[src/rtl/lrd_pkg.sv]
// Package for the ranged random draw core: generator constants, pipeline
// widths and the beat record that moves from cell to cell.
// No dependencies.
package lrd_pkg;

  // Linear congruential step: next = seed * LCG_MUL + LCG_ADD (mod 2^32)
  localparam logic [31:0] LCG_MUL = 32'd1103515245;
  localparam logic [31:0] LCG_ADD = 32'd12345;

  localparam int SEED_W    = 32;
  localparam int BOUND_W   = 32;
  localparam int RAW_W     = 31;
  localparam int SLICE_LSB = 16;
  localparam int FIRST_W   = 11;
  localparam int NEXT_W    = 10;

  // Generator steps, then one reduction cell per raw bit
  localparam int LCG_CELLS = 3;
  localparam int MOD_CELLS = RAW_W;
  localparam int CELLS     = LCG_CELLS + MOD_CELLS;

  // Data carried by every cell of the chain
  typedef struct packed {
    logic [SEED_W-1:0]  seed;   // generator state
    logic [BOUND_W-1:0] bound;  // exclusive range bound
    logic [RAW_W-1:0]   raw;    // raw bits, still to be reduced from the top
    logic [RAW_W-1:0]   rem;    // partial remainder
  } beat_t;

endpackage

[src/rtl/lrd_mod_cell.sv]
// One reduction cell: a restoring remainder step that shifts in the next raw
// bit and subtracts the bound when it fits. Depends on lrd_pkg.
module lrd_mod_cell (
  input  logic          clk,
  input  logic          rst_n,
  input  logic          up_valid,
  output logic          up_ready,
  input  lrd_pkg::beat_t up_beat,
  output logic          dn_valid,
  input  logic          dn_ready,
  output lrd_pkg::beat_t dn_beat
);

  logic              valid_r;
  lrd_pkg::beat_t    beat_r;
  lrd_pkg::beat_t    beat_nxt;
  logic [lrd_pkg::BOUND_W-1:0] shifted;
  logic [lrd_pkg::BOUND_W-1:0] diff;

  assign up_ready = !valid_r || dn_ready;

  // Shift the top raw bit into the remainder, subtract the bound if it fits.
  // A zero bound always subtracts nothing, so the remainder follows the raw bits.
  always_comb begin
    shifted  = {1'b0, up_beat.rem[lrd_pkg::RAW_W-2:0], up_beat.raw[lrd_pkg::RAW_W-1]};
    diff     = shifted - up_beat.bound;
    beat_nxt = up_beat;
    beat_nxt.raw = {up_beat.raw[lrd_pkg::RAW_W-2:0], 1'b0};
    if (shifted >= up_beat.bound) begin
      beat_nxt.rem = diff[lrd_pkg::RAW_W-1:0];
    end else begin
      beat_nxt.rem = shifted[lrd_pkg::RAW_W-1:0];
    end
  end

  always_ff @(posedge clk) begin
    if (!rst_n) begin
      valid_r <= 1'b0;
    end else if (up_ready) begin
      valid_r <= up_valid;
    end
  end

  always_ff @(posedge clk) begin
    if (up_ready && up_valid) begin
      beat_r <= beat_nxt;
    end
  end

  assign dn_valid = valid_r;
  assign dn_beat  = beat_r;

endmodule

[config.mk]
export PLATFORM = sky130hd
export DESIGN_NAME = lrd_mod_cell
export DESIGN_NICKNAME = d
export VERILOG_FILES = /design/src/rtl/lrd_pkg.sv /design/src/rtl/lrd_mod_cell.sv
export SDC_FILE = /design/constraint.sdc
export NUM_CORES = 1
export LEC_CHECK = 0
export ABC_AREA = 0
export BUFFER_PORTS_ARGS = -buffer_cell sky130_fd_sc_hd__buf_2
export CORE_MARGIN = 3
export CORE_UTILIZATION = 33
export CTS_CLUSTER_DIAMETER = 60
export DETAILED_ROUTE_END_ITERATION = 16
export PLACE_DENSITY = 0.68
export RECOVER_POWER = 50
export SLEW_MARGIN = 0
export SYNTH_ARGS = -nofsm -noshare
export SYNTH_HDL_FRONTEND = slang
export SYNTH_SLANG_ARGS = --single-unit
[constraint.sdc]
create_clock -name clk -period 7.8 [get_ports clk]
set_clock_uncertainty 0.1 [all_clocks]
set_input_delay 0.78 -clock clk [delete_from_list [all_inputs] [get_ports clk]]
set_output_delay 0.78 -clock clk [all_outputs]
set_load 0.02 [all_outputs]
==> results of run 1 <==
## final timing paths
kind / to / cells after the start
setup / recovery: dn_beat[111] / 4
hold / removal: dn_beat[117] / 1
setup reg to reg: dn_beat[111] / 3
hold reg to reg: dn_valid / 2
## cell families after synthesis
| kind of cell | synth area share, % |
|---|---|
| DFF | 64.0 |
| AOI/OAI and AO/OA | 12.6 |
| and+or+nand+nor | 8.27 |
| buffers and inverters | 3.05 |
| adders and majority gates | 6.91 |
| xor gates and xnor gates | 3.71 |
| muxes | 1.46 |
| other | 0.0636 |
## cell usage in the layout (no fill, tap or decap), types with 5 or more instances in the layout
cell / n
clkbuf_1: 65
clkbuf_16: 17
buf_2: 190
ha_1: 31
edfxtp_1: 125
o21ai_0: 10
inv_1: 39
nor2_1: 35
nand3_1: 7
mux2_1: 5
o21ai_1: 8
a21oi_1: 51
nand2_1: 25
xor2_1: 8
inv_6: 7
a31oi_1: 5
nand2b_1: 7
xnor2_1: 17
## sequential cells by signal, summed over array words and instances (netlist names)
| register | flops |
|---|---|
| dn_valid | 1 |
| dn_beat | 125 |
## report_power, final
part | total, mW | internal (mW) | switching, mW
registers | 0.812 | 0.802 | 0.0102
logic | 0.329 | 0.121 | 0.208
clock network | 0.777 | 0.449 | 0.328
## final cells by class
type                            instances  area share, %
Sequential cell                       126           47.5
Timing Repair Buffer                  257           15.2
Clock buffer                           17           5.35
Clock inverter                         15           1.89
Tap cell                              225           3.54
Antenna cell                            4          0.126
Multi-Input combinational cell        279           24.6
Inverter                               39           1.84
## per-layer routing
| layer | vias up | part of all wire [%] | global-route usage (%) |
|---|---|---|---|
| met1 | 2047 | 40 | 17.8 |
| met2 | 178 | 50 | 28.1 |
| li1 | 2221 | - | - |
| met4 | 0 | 2.6 | 6.68 |
| met3 | 27 | 7.2 | 4.91 |
| met5 | - | 0 | 0 |
## critical path, stage by stage
cell	delay [ns]
buf_2	0.07
nand2b_1	0.14
and2_0	2.22
buf_4	1.08
==> flow_summary.yaml, run 1 <==
status:
  status: "finished with violations"
  violations: "capacitance limit, slew limit"
clock_tree:
  htree_levels: 4
  clkLatencyLatePin_ns: 0.41
  cts_tree: "yes"
  clkTransAtPathRegs_ns: 0.06
  hold_buffers: 0
  cts_buffers: 17
  cts_buffer_depth: 2
  cts-root-buf: "clkbuf_16"
  postCtsResizedCells: 0
  post_cts_buffers: 0
  numClockSinks: 126
worst_setup_path:
  startpoint: "dn_ready"
  worstSetupPathType: "input pin to flop"
  r2r-start: "dn_valid"
  crit_path_end_kind: "flop"
  critPathRequiredTime_ns: 7.73
  path_max_fanout: 79
  critPathLaunchType: "input pin"
  crit_arrival_ns: 4.33
  reg2reg_slack_ns: 3.55
yosys:
  yosysMostFrequentCell: "edfxtp_1"
  synth_top_area_share_pct: 63.6
  syn_area_mm2: 0.00590
  syn-num-nets: 613
  ys_ff_latch: 126
  yosys.area.top_type: "edfxtp_1"
  synth_async_sr_flop_share_pct: 0
  seq_area_frac_synth_pct: 64.0
  synth_cell_types: 56
  netlist_top_cells_count: "edfxtp_1, a21oi_1, inv_1"
  synth_edf_count: 125
  ys_warn_count: 0
  synth-main-ff-cell: "edfxtp_1"
  syn_inst: 451
  syn_area_per_cell_um2: 13.1
  synth_area_leaders: "edfxtp_1, ha_1, a21oi_1"
floorplanning:
  ioPinCount: 258
  die_w_um: 140
  rows: 48
  dieArea_mm2: 0.0195
  dieHeight_um: 140
  start_util_pct: 33.9
  core-area_mm2: 0.0174
place:
  dp_cells: 926
  place_ws_ns: 3.77
  place_hpwl_um: 12200
  io_buffers: 255
  gp_congestion: 0.848
  placed_cell_area_mm2: 0.00745
power_and_ir_drop:
  p_per_area_mw_per_mm2: 241
  leakagePower_nw: 3.31
  finalPower_mw: 1.92
  ir_worst_vdd_mv: 0.148
grt:
  grt_pass1_vias: 4560
  antenna_found_initial: 4
  grt_overflow: 0
  grt_use_total_pct: 15.9
  grt_pass1_wl_um: 24200
  grt_max_degree: 80
drt:
  detail_route.wl_per_cell_um: 16.5
  routed_wl_um: 15900
  ant_nets: 0
  vias: 4473
  first_pass_iters: 4
  detail_route.vias_per_cell: 4.65
  drc: 0
  drtIter0Drc: 202
min_path:
  hp-start: "up_beat[117]"
  hold_class: "input pin to flop"
sta:
  worst_slew_pin_slew_ns: 3.07
  rsz0062_at_grt: "no"
  setup_tns_ns: 0
  setup_viol: 0
  timing.final.ws_setup_ns: 3.40
  period_share_pct: 56.5
  relSlewSlack_pct: -105
  finalHoldViolCount: 0
  fmaxAchievable_mhz: 227
  min_period_ns: 4.40
  hold_slack_ns: 0.436
  report.final.slew_viol_count: 48
cells_and_area:
  finalNonFillerCells: 962
  drive_gt1_share_pct: 33.2
  fin_area_mm2: 0.00795
  seqCellArea_mm2: 0.00377
  post-route-util_pct: 45.7
  fill_cells: 1659
  area_delta_synth_final_pct: 34.8
  nNetsFinal: 882
  multi_input_area_mm2: 0.00195
job:
  drv_cap: 1
(Power assumes the default switching activity.)
==> run 2, diff against run 1 <==
- ABC_AREA: 0 -> 1
- PLACE_DENSITY: 0.68 -> 0.69
- clock period: 7.8 -> 3.7 ns (I/O delays scaled with it)
==> run 2 against run 1 <==
Against the previous run: the run still ends with capacitance limit, slew limit left; die area grew 13%; core utilization down 0.19 points; critical path depth shrank 2; register-to-register slack worse by 2.3 ns; final area increased by 13%; hold slack worse by 0.42 ns; wire length increased by 22%; area after synthesis up 14%; clock-buffer cell count did not move; via count rose by 28%; global-route usage grew 1.5 points; largest power group unchanged; highest routed layer is now met5.
==> flow_summary.yaml, run 2 <==
clock_tree:
  cts-root-buf: "clkbuf_16"
  cts_buffers: 17
  clkTransAtPathRegs_ns: 0.06
  postCtsResizedCells: 0
  numClockSinks: 126
  clkLatencyLatePin_ns: 0.42
  htree_levels: 4
  post_cts_buffers: 0
  cts_tree: "yes"
  cts_buffer_depth: 2
yosys:
  syn_area_per_cell_um2: 8.80
  syn-num-nets: 927
  synth_cell_types: 31
  syn_area_mm2: 0.00673
  synth_edf_count: 125
  ys_ff_latch: 126
  synth-main-ff-cell: "edfxtp_1"
  yosysMostFrequentCell: "nand2_1"
  yosys.area.top_type: "edfxtp_1"
  synth_area_leaders: "edfxtp_1, nand2_1, inv_1"
  syn_inst: 765
  synth_async_sr_flop_share_pct: 0
  netlist_top_cells_count: "nand2_1, inv_1, edfxtp_1"
  synth_top_area_share_pct: 55.8
  ys_warn_count: 0
  seq_area_frac_synth_pct: 56.1
cells_and_area:
  final_common_cell: "nand2_1"
  layout_common_cells: "nand2_1, buf_2, inv_1"
  area_delta_synth_final_pct: 33.2
  finalNonFillerCells: 1331
  post-route-util_pct: 45.5
  fin_area_mm2: 0.00896
  nNetsFinal: 1213
  drive_gt1_share_pct: 21.6
  fill_cells: 2014
  largest_register_ffs: 125
sta:
  hold_slack_ns: 0.0169
  fmaxAchievable_mhz: 403
  finalHoldViolCount: 0
  worst_slew_pin_slew_ns: 1.94
  min_period_ns: 2.48
  timing.final.ws_setup_ns: 1.22
  setup_viol: 0
  setup_tns_ns: 0
  relSlewSlack_pct: -29.1
  report.final.slew_viol_count: 81
  period_share_pct: 67.1
  rsz0062_at_grt: "no"
drt:
  ant_nets: 0
  detail_route.wl_per_cell_um: 14.6
  first_pass_iters: 4
  drtIter0Drc: 272
  detail_route.vias_per_cell: 4.29
  vias: 5711
  routed_wl_um: 19500
  drc: 0
grt:
  grt_pass1_wl_um: 29600
  grt_use_total_pct: 17.5
  grt_max_degree: 81
  grt_pass1_vias: 5711
  grt_overflow: 0
  antenna_found_initial: 4
worst_setup_path:
  critPathSlowestCell: "clkbuf_2"
  critPathLaunchType: "flop"
  crit_arrival_ns: 2.39
  critPathTopFamily: "buffers and inverters"
  crit_chain: "a21oi_4 -> clkbuf_2"
  critPathRequiredTime_ns: 3.61
  crit_cells: 2
  crit_path_end_kind: "flop"
  r2r_cells: 2
  path_max_fanout: 80
  slowest_delay_ns: 1.40
  worstSetupPathType: "flop to flop"
  crit_buf_inv: 1
place:
  place_hpwl_um: 15500
  dp_cells: 1281
  place_ws_ns: 0.862
  io_buffers: 255
  placed_cell_area_mm2: 0.00833
  gp_congestion: 0.869
min_path:
  hold_class: "input pin to flop"
  hold_path_depth: 1
power_and_ir_drop:
  ir_worst_vdd_mv: 0.310
  finalPower_mw: 4.14
  leakagePower_nw: 4.52
  p_per_area_mw_per_mm2: 462
floorplanning:
  dieHeight_um: 149
  rows: 51
  ioPinCount: 258
  die_w_um: 149
  start_util_pct: 34.1
  dieArea_mm2: 0.0221
  core-area_mm2: 0.0197
status:
  violations: "capacitance limit, slew limit"
  status: "finished with violations"
job:
  drv_cap: 1
==> run 2: cell count changes after synthesis, sizes merged, moves of 7 or more <==
cell,change
nand2,+270
inv,+122
a21oi,-38
nand3,+38
o21ai,-17
xnor2,-17
a211oi,-7
mux2,-7
nand2b,-7
==> run 2: layout make-up <==
| class | count | area, um^2 | area share [%] |
|---|---|---|---|
| tap | 265 | 332 | 3.70 |
| timing repair buffer | 274 | 1370 | 15.2 |
| inverter | 161 | 604 | 6.74 |
| antenna | 2 | 5.00 | 0.0558 |
| sequential | 126 | 3770 | 42.1 |
| clock buffer | 17 | 425 | 4.75 |
| multi-input combinational | 471 | 2310 | 25.8 |
| clock inverter | 15 | 146 | 1.63 |
==> run 2: routing by layer <==
metal / global-route usage, % / vias up / share of wire (%)
met2: 30.7 / 189 / 49
met3: 4.53 / 30 / 7.0
met5: 0 / - / 0.17
met1: 20.5 / 2505 / 41
met4: 6.59 / 4 / 2.2
li1: - / 2983 / -
==> run 2: worst paths after layout <==
kind                     start  slack, ns            to
setup / recovery      dn_valid       1.22    dn_beat[3]
hold / removal    up_beat[111]       0.02  dn_beat[111]
hold reg to reg       dn_valid       0.49      dn_valid
setup reg to reg      dn_valid       1.22    dn_beat[3]
==> run 2: kinds of logic after synthesis <==
logic type,Yosys count,share of synthesized area [%]
buf+inv,168,9.72
compound gates,25,2.10
flops,126,56.1
other cells,1,0.0557
xor+xnor,14,1.82
fa+ha+maj,32,6.06
simple gates,399,24.2
==> run 2: repair_timing <==
action                     in CTS  in global routing
hold endpoints to repair       15                  1
setup endpoints to repair       0                  0
hold buffers                   15                  1
==> run 2: where the power goes <==
part           internal [mW]  leakage, nW  switching [mW]
Sequential              1.70         1.22          0.0243
Clock                  0.942        0.272           0.703
Combinational          0.256         3.03           0.520
Total                   2.89         4.52            1.25
