## src/rtl/lrd_pkg.sv

```systemverilog
// Package for the ranged random draw core: generator constants, pipeline
// widths and the beat record that moves from cell to cell.
// No dependencies.
package lrd_pkg;

  // Linear congruential step: next = seed * LCG_MUL + LCG_ADD (mod 2^32)
  localparam logic [31:0] LCG_MUL = 32'd1103515245;
  localparam logic [31:0] LCG_ADD = 32'd12345;

  localparam int SEED_W    = 32;
  localparam int BOUND_W   = 32;
  localparam int RAW_W     = 31;
  localparam int SLICE_LSB = 16;
  localparam int FIRST_W   = 11;
  localparam int NEXT_W    = 10;

  // Generator steps, then one reduction cell per raw bit
  localparam int LCG_CELLS = 3;
  localparam int MOD_CELLS = RAW_W;
  localparam int CELLS     = LCG_CELLS + MOD_CELLS;

  // Data carried by every cell of the chain
  typedef struct packed {
    logic [SEED_W-1:0]  seed;   // generator state
    logic [BOUND_W-1:0] bound;  // exclusive range bound
    logic [RAW_W-1:0]   raw;    // raw bits, still to be reduced from the top
    logic [RAW_W-1:0]   rem;    // partial remainder
  } beat_t;

endpackage

```

## src/rtl/lrd_lcg_cell.sv

```systemverilog
// One generator cell: advances the seed by one congruential step and
// appends its bit slice to the raw value. Depends on lrd_pkg.
module lrd_lcg_cell (
  input  logic          clk,
  input  logic          rst_n,
  input  logic          first_i,     // tie high on the cell that takes the wide slice
  input  logic          up_valid,
  output logic          up_ready,
  input  lrd_pkg::beat_t up_beat,
  output logic          dn_valid,
  input  logic          dn_ready,
  output lrd_pkg::beat_t dn_beat
);

  logic           valid_r;
  lrd_pkg::beat_t beat_r;
  lrd_pkg::beat_t beat_nxt;
  logic [31:0]    seed_step;

  // Take a new beat when empty or when the neighbor takes ours
  assign up_ready = !valid_r || dn_ready;

  // Advance the seed and append the slice
  always_comb begin
    seed_step      = 32'(up_beat.seed * lrd_pkg::LCG_MUL) + lrd_pkg::LCG_ADD;
    beat_nxt       = up_beat;
    beat_nxt.seed  = seed_step;
    if (first_i) begin
      beat_nxt.raw = lrd_pkg::RAW_W'(
        seed_step[lrd_pkg::SLICE_LSB +: lrd_pkg::FIRST_W]);
    end else begin
      beat_nxt.raw = {up_beat.raw[lrd_pkg::RAW_W-lrd_pkg::NEXT_W-1:0],
                      seed_step[lrd_pkg::SLICE_LSB +: lrd_pkg::NEXT_W]};
    end
  end

  always_ff @(posedge clk) begin
    if (!rst_n) begin
      valid_r <= 1'b0;
    end else if (up_ready) begin
      valid_r <= up_valid;
    end
  end

  always_ff @(posedge clk) begin
    if (up_ready && up_valid) begin
      beat_r <= beat_nxt;
    end
  end

  assign dn_valid = valid_r;
  assign dn_beat  = beat_r;

endmodule

```

## config.mk

```make
export PLATFORM = sky130hd
export DESIGN_NAME = lrd_lcg_cell
export DESIGN_NICKNAME = d
export VERILOG_FILES = /design/src/rtl/lrd_pkg.sv /design/src/rtl/lrd_lcg_cell.sv
export SDC_FILE = /design/constraint.sdc
export NUM_CORES = 1
export LEC_CHECK = 0
export ABC_CLOCK_PERIOD_IN_PS = 11800
export BUFFER_PORTS_ARGS = -buffer_cell sky130_fd_sc_hd__clkbuf_2
export CAP_MARGIN = 30
export CORE_AREA = 8 8 200 126
export DETAILED_ROUTE_END_ITERATION = 12
export DIE_AREA = 0 0 208 134
export PLACE_DENSITY = 0.92
export SETUP_SLACK_MARGIN = 0.1
export SLEW_MARGIN = 0
export SYNTH_ARGS = -nofsm -noshare
export SYNTH_HDL_FRONTEND = slang
export SYNTH_SLANG_ARGS = --single-unit
```

## constraint.sdc

```tcl
create_clock -name clk -period 11.8 [get_ports clk]
set_input_delay 2.36 -clock clk [delete_from_list [all_inputs] [get_ports clk]]
set_output_delay 2.36 -clock clk [all_outputs]
set_load 0.005 [all_outputs]
```

==> results.md, run 1 <==
Run status:
- The flow ran to the end, and the final reports show no timing, DRC or antenna violations.

Detailed routing:
- The number of vias per cell is 5.10.
- Dividing the detail-routed wire length by the instance count gives 18.1 um.
- After detailed routing, the total wire length is 31,400 um.
- For this block, the via count after detailed routing is 8,826.
- The first detailed-routing pass took 6 iterations.
- The residual antenna-violating net count after detailed routing is 0.
- After the first detailed-routing iteration, the DRC count stood at 622.
- After detailed routing, the number of remaining DRC violations is 0.

Setup path:
- The source of the worst register-to-register timing path is dn_valid$_SDFFE_PN0N_.
- The data required time of the critical path is 11,950 ps.
- The highest net fanout along the worst path is 9.
- On the worst path, the slowest cell contributes a delay of 760 ps.
- The slowest library cell on the worst path is sky130_fd_sc_hd__o41ai_2.
- The start-to-end type of the worst setup path is in -> reg.
- The cell repeated most along the worst path is sky130_fd_sc_hd__fa_1.
- The endpoint identified for the worst register-to-register timing path is dn_beat[57]$_SDFFCE_PP0P_.
- STA classifies the critical path startpoint as an input pin.
- STA classifies the critical path endpoint as a register.
- The data arrival time of the critical path is 9490 ps.
- For the worst flop-to-flop path, the logic depth is 4.
- Across all register-to-register paths, the minimum setup slack is 9920 ps.

Yosys:
- The predominant post-synthesis flop cell is sky130_fd_sc_hd__edfxtp_1.
- The biggest area contributor in the post-synthesis netlist is sky130_fd_sc_hd__fa_1.
- Summing every instance area after synthesis gives 13,000 um2.
- Yosys mapped the design onto 47 distinct sky130hd cell types.
- The Yosys step of the flow raised 0 warnings.
- The area fraction of the dominant cell type after synthesis is 0.284.
- The average cell area after synthesis is 11.2 um2.
- The proportion of synthesized chip area in sequential cells is 0.269.
- The synthesized design contains 117 register bits.
- The count of mapped cells out of synthesis is 1,168.
- Counting flops with a built-in enable in the synthesized netlist gives 116.
- Yosys attributes the largest share of cell area to sky130_fd_sc_hd__fa_1 28%, sky130_fd_sc_hd__edfxtp_1 27%, sky130_fd_sc_hd__ha_1 20%, sky130_fd_sc_hd__inv_1 12%, sky130_fd_sc_hd__xnor2_1 3.2%.
- After synthesis, the share of flip-flops with an asynchronous set or reset is 0.
- Counting every net in the synthesized netlist gives 1,692.

Placement:
- The congestion estimate from routability-driven global placement came to 0.948.
- The sum of net half-perimeters after detailed placement is 27,700 um.
- During placement, the flow inserted port buffers numbering 248.
- Once placement finished, the instance area stood at 14,500 um2.

Finish:
- The final-layout fill cell count is 1,703.
- The share of cells above drive strength 1 is 0.207.
- After routing the design area is 15,200 um2.
- Relative to the synthesized area, the layout overhead comes to 16.4%.
- The number of nets in the layout is 1,948.

Global route:
- The initial antenna violation count is 1.
- For this run, the total global-route usage over all layers was measured as 0.234.
- The via count of the first global-routing pass was 9,855.
- The first global-routing pass estimated 51,000 um of wire.
- The total congestion overflow after global routing is 0.
- The pin count of the biggest net entering global routing is 79.

STA:
- Setup violations remaining at the end of the flow were counted as 0.
- The largest clock skew in the final design is 9.85 ps.
- The post-route minimum period is 9340 ps.
- The fmax is 107 MHz.
- For the pin with the worst max-slew slack, the measured transition is 908 ps.
- The max-slew violation count is 0.
- The final clock period utilization by the worst path is 0.791.
- Adding up every negative setup slack in the final design gives 0 ps.
- Setup repair after global routing left no endpoint under its margin.
- The count of final hold-check violations was 0.
- The max-slew headroom at the worst pin is 0.388.

Min path:
- In this run the worst hold path is classified as reg -> reg.
- The cell depth of the worst min-delay path is 2.
- The endpoint with the worst hold slack is dn_valid$_SDFFE_PN0N_.
- In this run the most critical hold path is launched from dn_valid$_SDFFE_PN0N_.

Die:
- During I/O placement, the number of pins put on the boundary was 259.
- The die width is 208 um.
- The vertical extent of the die is 134 um.
- For this configuration, the core starts out at a cell density of 0.582.
- The floorplan step defined a die boundary enclosing 27,900 um2.
- The placeable core region is 22,400 um2.
- In this run the core area contains 43 standard-cell rows.

Clock network:
- The clock tree synthesis step divided the H-tree into 4 levels.
- The tree is rooted in a sky130_fd_sc_hd__clkbuf_16.
- The number of clock buffers added by TritonCTS is 17.
- The post-cts repair resize count is 0.
- The quantity of hold-fixing buffers added after cts is 0.
- Post-CTS timing repair inserted 0 buffers for setup.
- The clock input transition at the sequential cells of the worst setup and hold paths is 60 ps.
- The TritonCTS clock tree is built.
- The buffer levels on the longest clock path is 2.
- The TritonCTS sink count is 117.
- The clock latency of the later-clocked register in the worst-skew pair is 400 ps.

Job:
- The max-cap violation count is 0.
[layout by cell type, fill, tap and decap left out, drive strengths merged, types with 3 or more instances in the layout]
| cell type | Yosys | layout |
|---|---|---|
| a21boi | 4 | 4 |
| a21o | 11 | 11 |
| a21oi | 26 | 26 |
| and2 | 4 | 4 |
| clkbuf | 2 | 266 |
| clkinv | 0 | 7 |
| edfxtp | 116 | 116 |
| fa | 185 | 185 |
| ha | 208 | 208 |
| inv | 409 | 412 |
| nand2 | 19 | 19 |
| nand2b | 4 | 4 |
| nand3 | 10 | 10 |
| nand4 | 3 | 3 |
| nor2 | 23 | 23 |
| nor2b | 24 | 24 |
| nor3 | 4 | 4 |
| o21a | 4 | 4 |
| o21ai | 13 | 13 |
| xnor2 | 47 | 47 |
| xor2 | 15 | 15 |
[flip-flops by register name, summed over array words and instances (netlist names)]
name      cells
dn_valid      1
dn_beat     116
[cell type report]
class,instances,area [um2],area share
clock inverters,14,151,0.00999
clock buffers,18,429,0.0283
repair buffers,250,1280,0.0842
diodes,1,2.50,0.000165
inverters,409,1540,0.101
flip-flops and latches,117,3500,0.231
multi-input cells,629,7890,0.521
well taps,292,365,0.0241
[cell usage after synthesis, types with 2 or more instances]
cell type / count
sky130_fd_sc_hd__a21o_1: 11
sky130_fd_sc_hd__or2_2: 2
sky130_fd_sc_hd__a31oi_1: 2
sky130_fd_sc_hd__nor3_1: 4
sky130_fd_sc_hd__fa_1: 185
sky130_fd_sc_hd__xnor2_1: 47
sky130_fd_sc_hd__o21a_1: 4
sky130_fd_sc_hd__o21ai_1: 3
sky130_fd_sc_hd__o211ai_1: 2
sky130_fd_sc_hd__o21ai_2: 2
sky130_fd_sc_hd__o21ai_0: 8
sky130_fd_sc_hd__clkbuf_1: 2
sky130_fd_sc_hd__edfxtp_1: 116
sky130_fd_sc_hd__and2_1: 4
sky130_fd_sc_hd__a21boi_0: 3
sky130_fd_sc_hd__nand3_1: 10
sky130_fd_sc_hd__or3_1: 2
sky130_fd_sc_hd__o31ai_2: 2
sky130_fd_sc_hd__a21oi_2: 3
sky130_fd_sc_hd__inv_1: 409
sky130_fd_sc_hd__a21oi_1: 22
sky130_fd_sc_hd__nor2b_1: 24
sky130_fd_sc_hd__nand2b_1: 4
sky130_fd_sc_hd__nand4_1: 3
sky130_fd_sc_hd__buf_4: 10
sky130_fd_sc_hd__xor2_1: 15
sky130_fd_sc_hd__nor2_1: 23
sky130_fd_sc_hd__nand2_1: 19
sky130_fd_sc_hd__o21bai_1: 2
sky130_fd_sc_hd__ha_1: 208
[worst max path at each step]
stage	slack [ps]	from	depth (start not counted)	endpoint
after floorplan	3380	up_beat[100]	24	dn_beat[124]$_DFFE_PP_
after global placement	2340	up_beat[101]	25	dn_beat[125]$_DFFE_PP_
after detailed placement	2290	up_beat[101]	25	dn_beat[125]$_DFFE_PP_
after CTS	2700	up_beat[101]	25	dn_beat[125]$_DFFE_PP_
after global routing	2310	up_beat[100]	25	dn_beat[125]$_DFFE_PP_
final	2460	up_beat[101]	25	dn_beat[125]$_DFFE_PP_
[metrics by stage]
step                      instances  worst slack, ps   util  hold WS (ps)
after floorplan                1168             3380      -           537
after global placement         1696             2340  0.650           518
after detailed placement       1696             2290  0.650           544
after CTS                      1728             2700  0.676           553
after global routing           1729             2310  0.677           599
final                          1730             2460  0.677           551
[critical path: cells and delay by family]
family	cells	cell delay (ps)
compound gates	7	2220
xor+xnor	2	370
fa+ha+maj	9	3950
simple gates	1	90
buf+inv	6	470
[logic make-up (layout without fill, tap and decap cells)]
group | Yosys count | in the layout | share of synthesized area
multiplexers | 1 | 1 | 0.000865
buffers and inverters | 422 | 691 | 0.125
flip-flops | 117 | 117 | 0.269
AO/OA/AOI/OAI | 77 | 77 | 0.0422
XOR/XNOR | 62 | 62 | 0.0417
other | 0 | 1 | 0
AND/OR/NAND/NOR | 96 | 96 | 0.0370
adder cells (fa/ha/maj) | 393 | 393 | 0.484
[routing by layer]
| metal | global-route usage | vias up | share of wire |
|---|---|---|---|
| met5 | 0 | - | 0 |
| met4 | 0.0342 | 0 | 0.0080 |
| met3 | 0.104 | 26 | 0.13 |
| met2 | 0.358 | 375 | 0.44 |
| met1 | 0.311 | 4352 | 0.42 |
| li1 | - | 4073 | - |
Power of run 1 is not shown: default switching activity piles up to over one toggle a cycle in this logic, so the estimate is an artifact.
==> run 2: changes to the inputs <==
--- a/config.mk
+++ b/config.mk
@@ -5,13 +5,13 @@
 export SDC_FILE = /design/constraint.sdc
 export NUM_CORES = 1
 export LEC_CHECK = 0
-export ABC_CLOCK_PERIOD_IN_PS = 11800
+export ABC_CLOCK_PERIOD_IN_PS = 9500
 export BUFFER_PORTS_ARGS = -buffer_cell sky130_fd_sc_hd__clkbuf_2
 export CAP_MARGIN = 30
-export CORE_AREA = 8 8 200 126
+export CORE_AREA = 8 8 203 128
 export DETAILED_ROUTE_END_ITERATION = 12
-export DIE_AREA = 0 0 208 134
-export PLACE_DENSITY = 0.92
+export DIE_AREA = 0 0 211 136
+export PLACE_DENSITY = 0.89
 export SETUP_SLACK_MARGIN = 0.1
 export SLEW_MARGIN = 0
 export SYNTH_ARGS = -nofsm -noshare
==> constraint.sdc (replaced) <==
create_clock -name clk -period 9.5 [get_ports clk]
set_input_delay 1.9 -clock clk [delete_from_list [all_inputs] [get_ports clk]]
set_output_delay 1.9 -clock clk [all_outputs]
set_load 0.005 [all_outputs]
==> run 2 against run 1 <==
Routed wire length increased by 3.9%. Register-to-register slack lost 2700 ps. Cell count grew 1.7%. Clock skew shrank 1.0 ps. Worst hold slack lost 8.3 ps. Highest routed layer is now met5.
==> results.md, run 2 (synthesis gave the netlist of run 1 again) <==
Global route:
- The initial antenna violation count is 1 (unchanged).
- The wire length of the first global-routing pass came to 51,200 um (+0.46%).
- The routing usage on met1 is 0.297 (-0.0136).
- The total congestion overflow after global routing came to 0 (unchanged).
- The most heavily used metal layer in global routing is met2.
- The pin count of the biggest net entering global routing is 64 (-19%).
- The met2 track demand over resource in global routing came to 0.366 (+0.00830).
- The met3 track demand over resource is 0.105 (+0.000156).
- The via count of the first global-routing pass was 9,951 (+0.97%).
- The combined global-route utilization of all metal layers was 0.234 (about the same).

Detailed routing:
- The number of vias per cell came to 4.99 (-2.2%).
- The final wirelength came to 32,600 um (+3.9%).
- The residual antenna-violating net count after detailed routing is 0 (unchanged).
- The average routed wire per standard cell is 18.5 um (+2.2%).
- The number of vias in the routed layout came to 8,779 (-0.53%).
- The post-route DRC violation count is 0 (unchanged).
- The length of the first detailed-routing pass in iterations is 5 (-1).
- The first-iteration detailed-routing DRC count was 519 (-17%).

Clock network:
- The TritonCTS sink count was 117 (unchanged).
- The level count of the clock H-tree is 4 (unchanged).
- The cell sitting at the root of the clock tree is a sky130_fd_sc_hd__clkbuf_16.
- The post-cts repair resize count came to 0 (unchanged).
- The quantity of hold-fixing buffers added after cts is 0 (unchanged).
- The total setup buffers inserted after CTS came to 0 (unchanged).
- The TritonCTS clock tree is built.
- The buffer levels on the longest clock path is 2 (unchanged).
- The clock input transition at the sequential cells of the worst setup and hold paths is 60 ps (about the same).
- The number of buffers created by CTS was 17 (unchanged).
- The clock latency of the later-clocked register in the worst-skew pair came to 410 ps (about the same).

STA:
- Derived from the worst setup path, the maximum achievable clock frequency is 114 MHz.
- The max-slew headroom at the worst pin was 0.482 (+0.0937).
- Setup repair after global routing left no endpoint under its margin.
- The largest clock skew in the final design is 8.85 ps (-1.01 ps).
- The smallest clock period supported by the final layout is computed as 8780 ps.
- The final setup violation count came to 0 (unchanged).
- The post-route setup TNS is 0 ps (unchanged).
- The max-slew violation count is 0 (unchanged).
- The final clock period utilization by the worst path is 0.924.
- The slew at the pin with the worst max-slew slack is 778 ps (-131 ps).
- The count of final hold-check violations is 0 (unchanged).

Die:
- The die width came to 211 um (+1.4%).
- The top-level I/O count came to 259 (unchanged).
- The effective utilization at floorplan is 0.559 (-0.0226).
- The vertical extent of the die was 136 um (+1.5%).
- The floorplan die area was 28,700 um2 (+3.0%).
- The placement row count is 44 (+2.3%).
- The placeable core region is 23,300 um2 (+4.0%).

Min path:
- The cell depth of the worst min-delay path is 2 (unchanged).
- The startpoint of the lowest-slack hold path is dn_valid$_SDFFE_PN0N_.
- The worst hold path belongs to the class reg -> reg.
- The worst hold path terminates at dn_valid$_SDFFE_PN0N_.

Setup path:
- The kind of end point of the critical path is a register.
- The cell repeated most along the worst path is sky130_fd_sc_hd__fa_1.
- The worst setup path is launched from an input pin.
- In this run the critical register-to-register path is launched from dn_valid$_SDFFE_PN0N_.
- The worst setup path is of the in -> reg kind.
- The data arrival time of the critical path is 9000 ps (-490 ps).
- The slowest library cell on the worst path is sky130_fd_sc_hd__fa_1.
- The data required time of the critical path is 9720 ps (-2230 ps).
- The end of the worst register-to-register path is dn_beat[16]$_DFFE_PP_.
- The internal reg-to-reg setup slack is 7270 ps (-2650 ps).
- The highest net fanout along the worst path is 8 (-1).
- The buffering stage count on the worst path with inverters included was 6 (unchanged).
- The biggest cell delay along the critical path is 520 ps (-240 ps).
- The depth of the worst register-to-register path is 3 (-1).
- In this design, the largest share of critical-path delay is due to adder cells.

Finish:
- The share of cells above drive strength 1 is 0.207 (unchanged).
- The flip-flop count of the largest register after layout came to 116 (unchanged).
- The final-layout fill cell count came to 1,797 (+5.5%).
- The library cells used most frequently in the layout, excluding fill and tap cells, are 409 x sky130_fd_sc_hd__inv_1, 248 x sky130_fd_sc_hd__clkbuf_2, 208 x sky130_fd_sc_hd__ha_1.
- Leaving out fill and tap cells, the most frequent cell in the layout is sky130_fd_sc_hd__inv_1.
- The number of nets in the layout is 1,949 (+0.051%).
- The area growth from synthesis to layout is 16.4% (about the same).
- The number of diodes added for antenna fixing is 0 (-1).

Placement:
- The sum of net half-perimeters after detailed placement is 28,800 um (+3.7%).
- The routability congestion estimate is 0.982 (+3.6%).
- The count of buffers inserted at the top-level ports was 248 (unchanged).

Run status:
- The run finished with clean final reports.

Job:
- The max-cap violation count was 0 (unchanged).
==> run 2: cell types whose count changed in the layout (fill, tap and decap cells not counted) <==
cell                         before  now
sky130_fd_sc_hd__buf_16           1    0
sky130_fd_sc_hd__buf_4            1    3
sky130_fd_sc_hd__clkinv_2         3    5
sky130_fd_sc_hd__clkinv_4         4    1
sky130_fd_sc_hd__clkinvlp_4       2    3
sky130_fd_sc_hd__diode_2          1    0
sky130_fd_sc_hd__inv_6            3    2
==> run 2: metrics by stage <==
| stage | util | std cells | hold slack (ps) | setup WS, ps | instance area, um2 |
|---|---|---|---|---|---|
| 2_1_floorplan | - | 1168 | 537 | 1540 | 13000 |
| 3_3_place_gp | 0.627 | 1728 | 520 | 594 | 14600 |
| 3_5_place_dp | 0.627 | 1728 | 538 | 401 | 14600 |
| 4_1_cts | 0.651 | 1759 | 545 | 841 | 15200 |
| 5_1_grt | 0.651 | 1759 | 580 | 526 | 15200 |
| 6_report | 0.651 | 1759 | 543 | 721 | 15200 |
==> run 2: how the worst max path moves through the flow <==
| stage | slack, ps | start | end | cells after the start |
|---|---|---|---|---|
| finish | 720 | up_beat[100] | dn_beat[124]$_DFFE_PP_ | 25 |
| global route | 530 | up_beat[100] | dn_beat[124]$_DFFE_PP_ | 25 |
| CTS | 840 | up_beat[101] | dn_beat[124]$_DFFE_PP_ | 23 |
| global placement | 590 | up_beat[101] | dn_beat[124]$_DFFE_PP_ | 23 |
| floorplan | 1540 | up_beat[100] | dn_beat[124]$_DFFE_PP_ | 24 |
| detailed placement | 400 | up_beat[100] | dn_beat[124]$_DFFE_PP_ | 25 |
==> run 2: layer usage <==
layer  vias to the layer above  wire length [um]
li1                       4065                 -
met4                         2               496
met2                       349             14800
met1                      4320             13400
met5                         -                13
met3                        43              3870
==> run 2: final cells by class <==
class	instances	area, um2	area share
Multi-Input combinational cell	629	7890	0.521
Clock buffer	18	429	0.0283
Clock inverter	13	134	0.00883
Inverter	409	1540	0.101
Timing Repair Buffer	251	1260	0.0833
Tap cell	322	403	0.0266
Sequential cell	117	3500	0.231
==> run 2: tightest hold or removal path, cell delays in order (launching register included) <==
cell	delay, ps
sky130_fd_sc_hd__dfxtp_1	310
sky130_fd_sc_hd__nand2b_1	100
sky130_fd_sc_hd__a21boi_0	80
Power of run 2 is left out for the same reason.
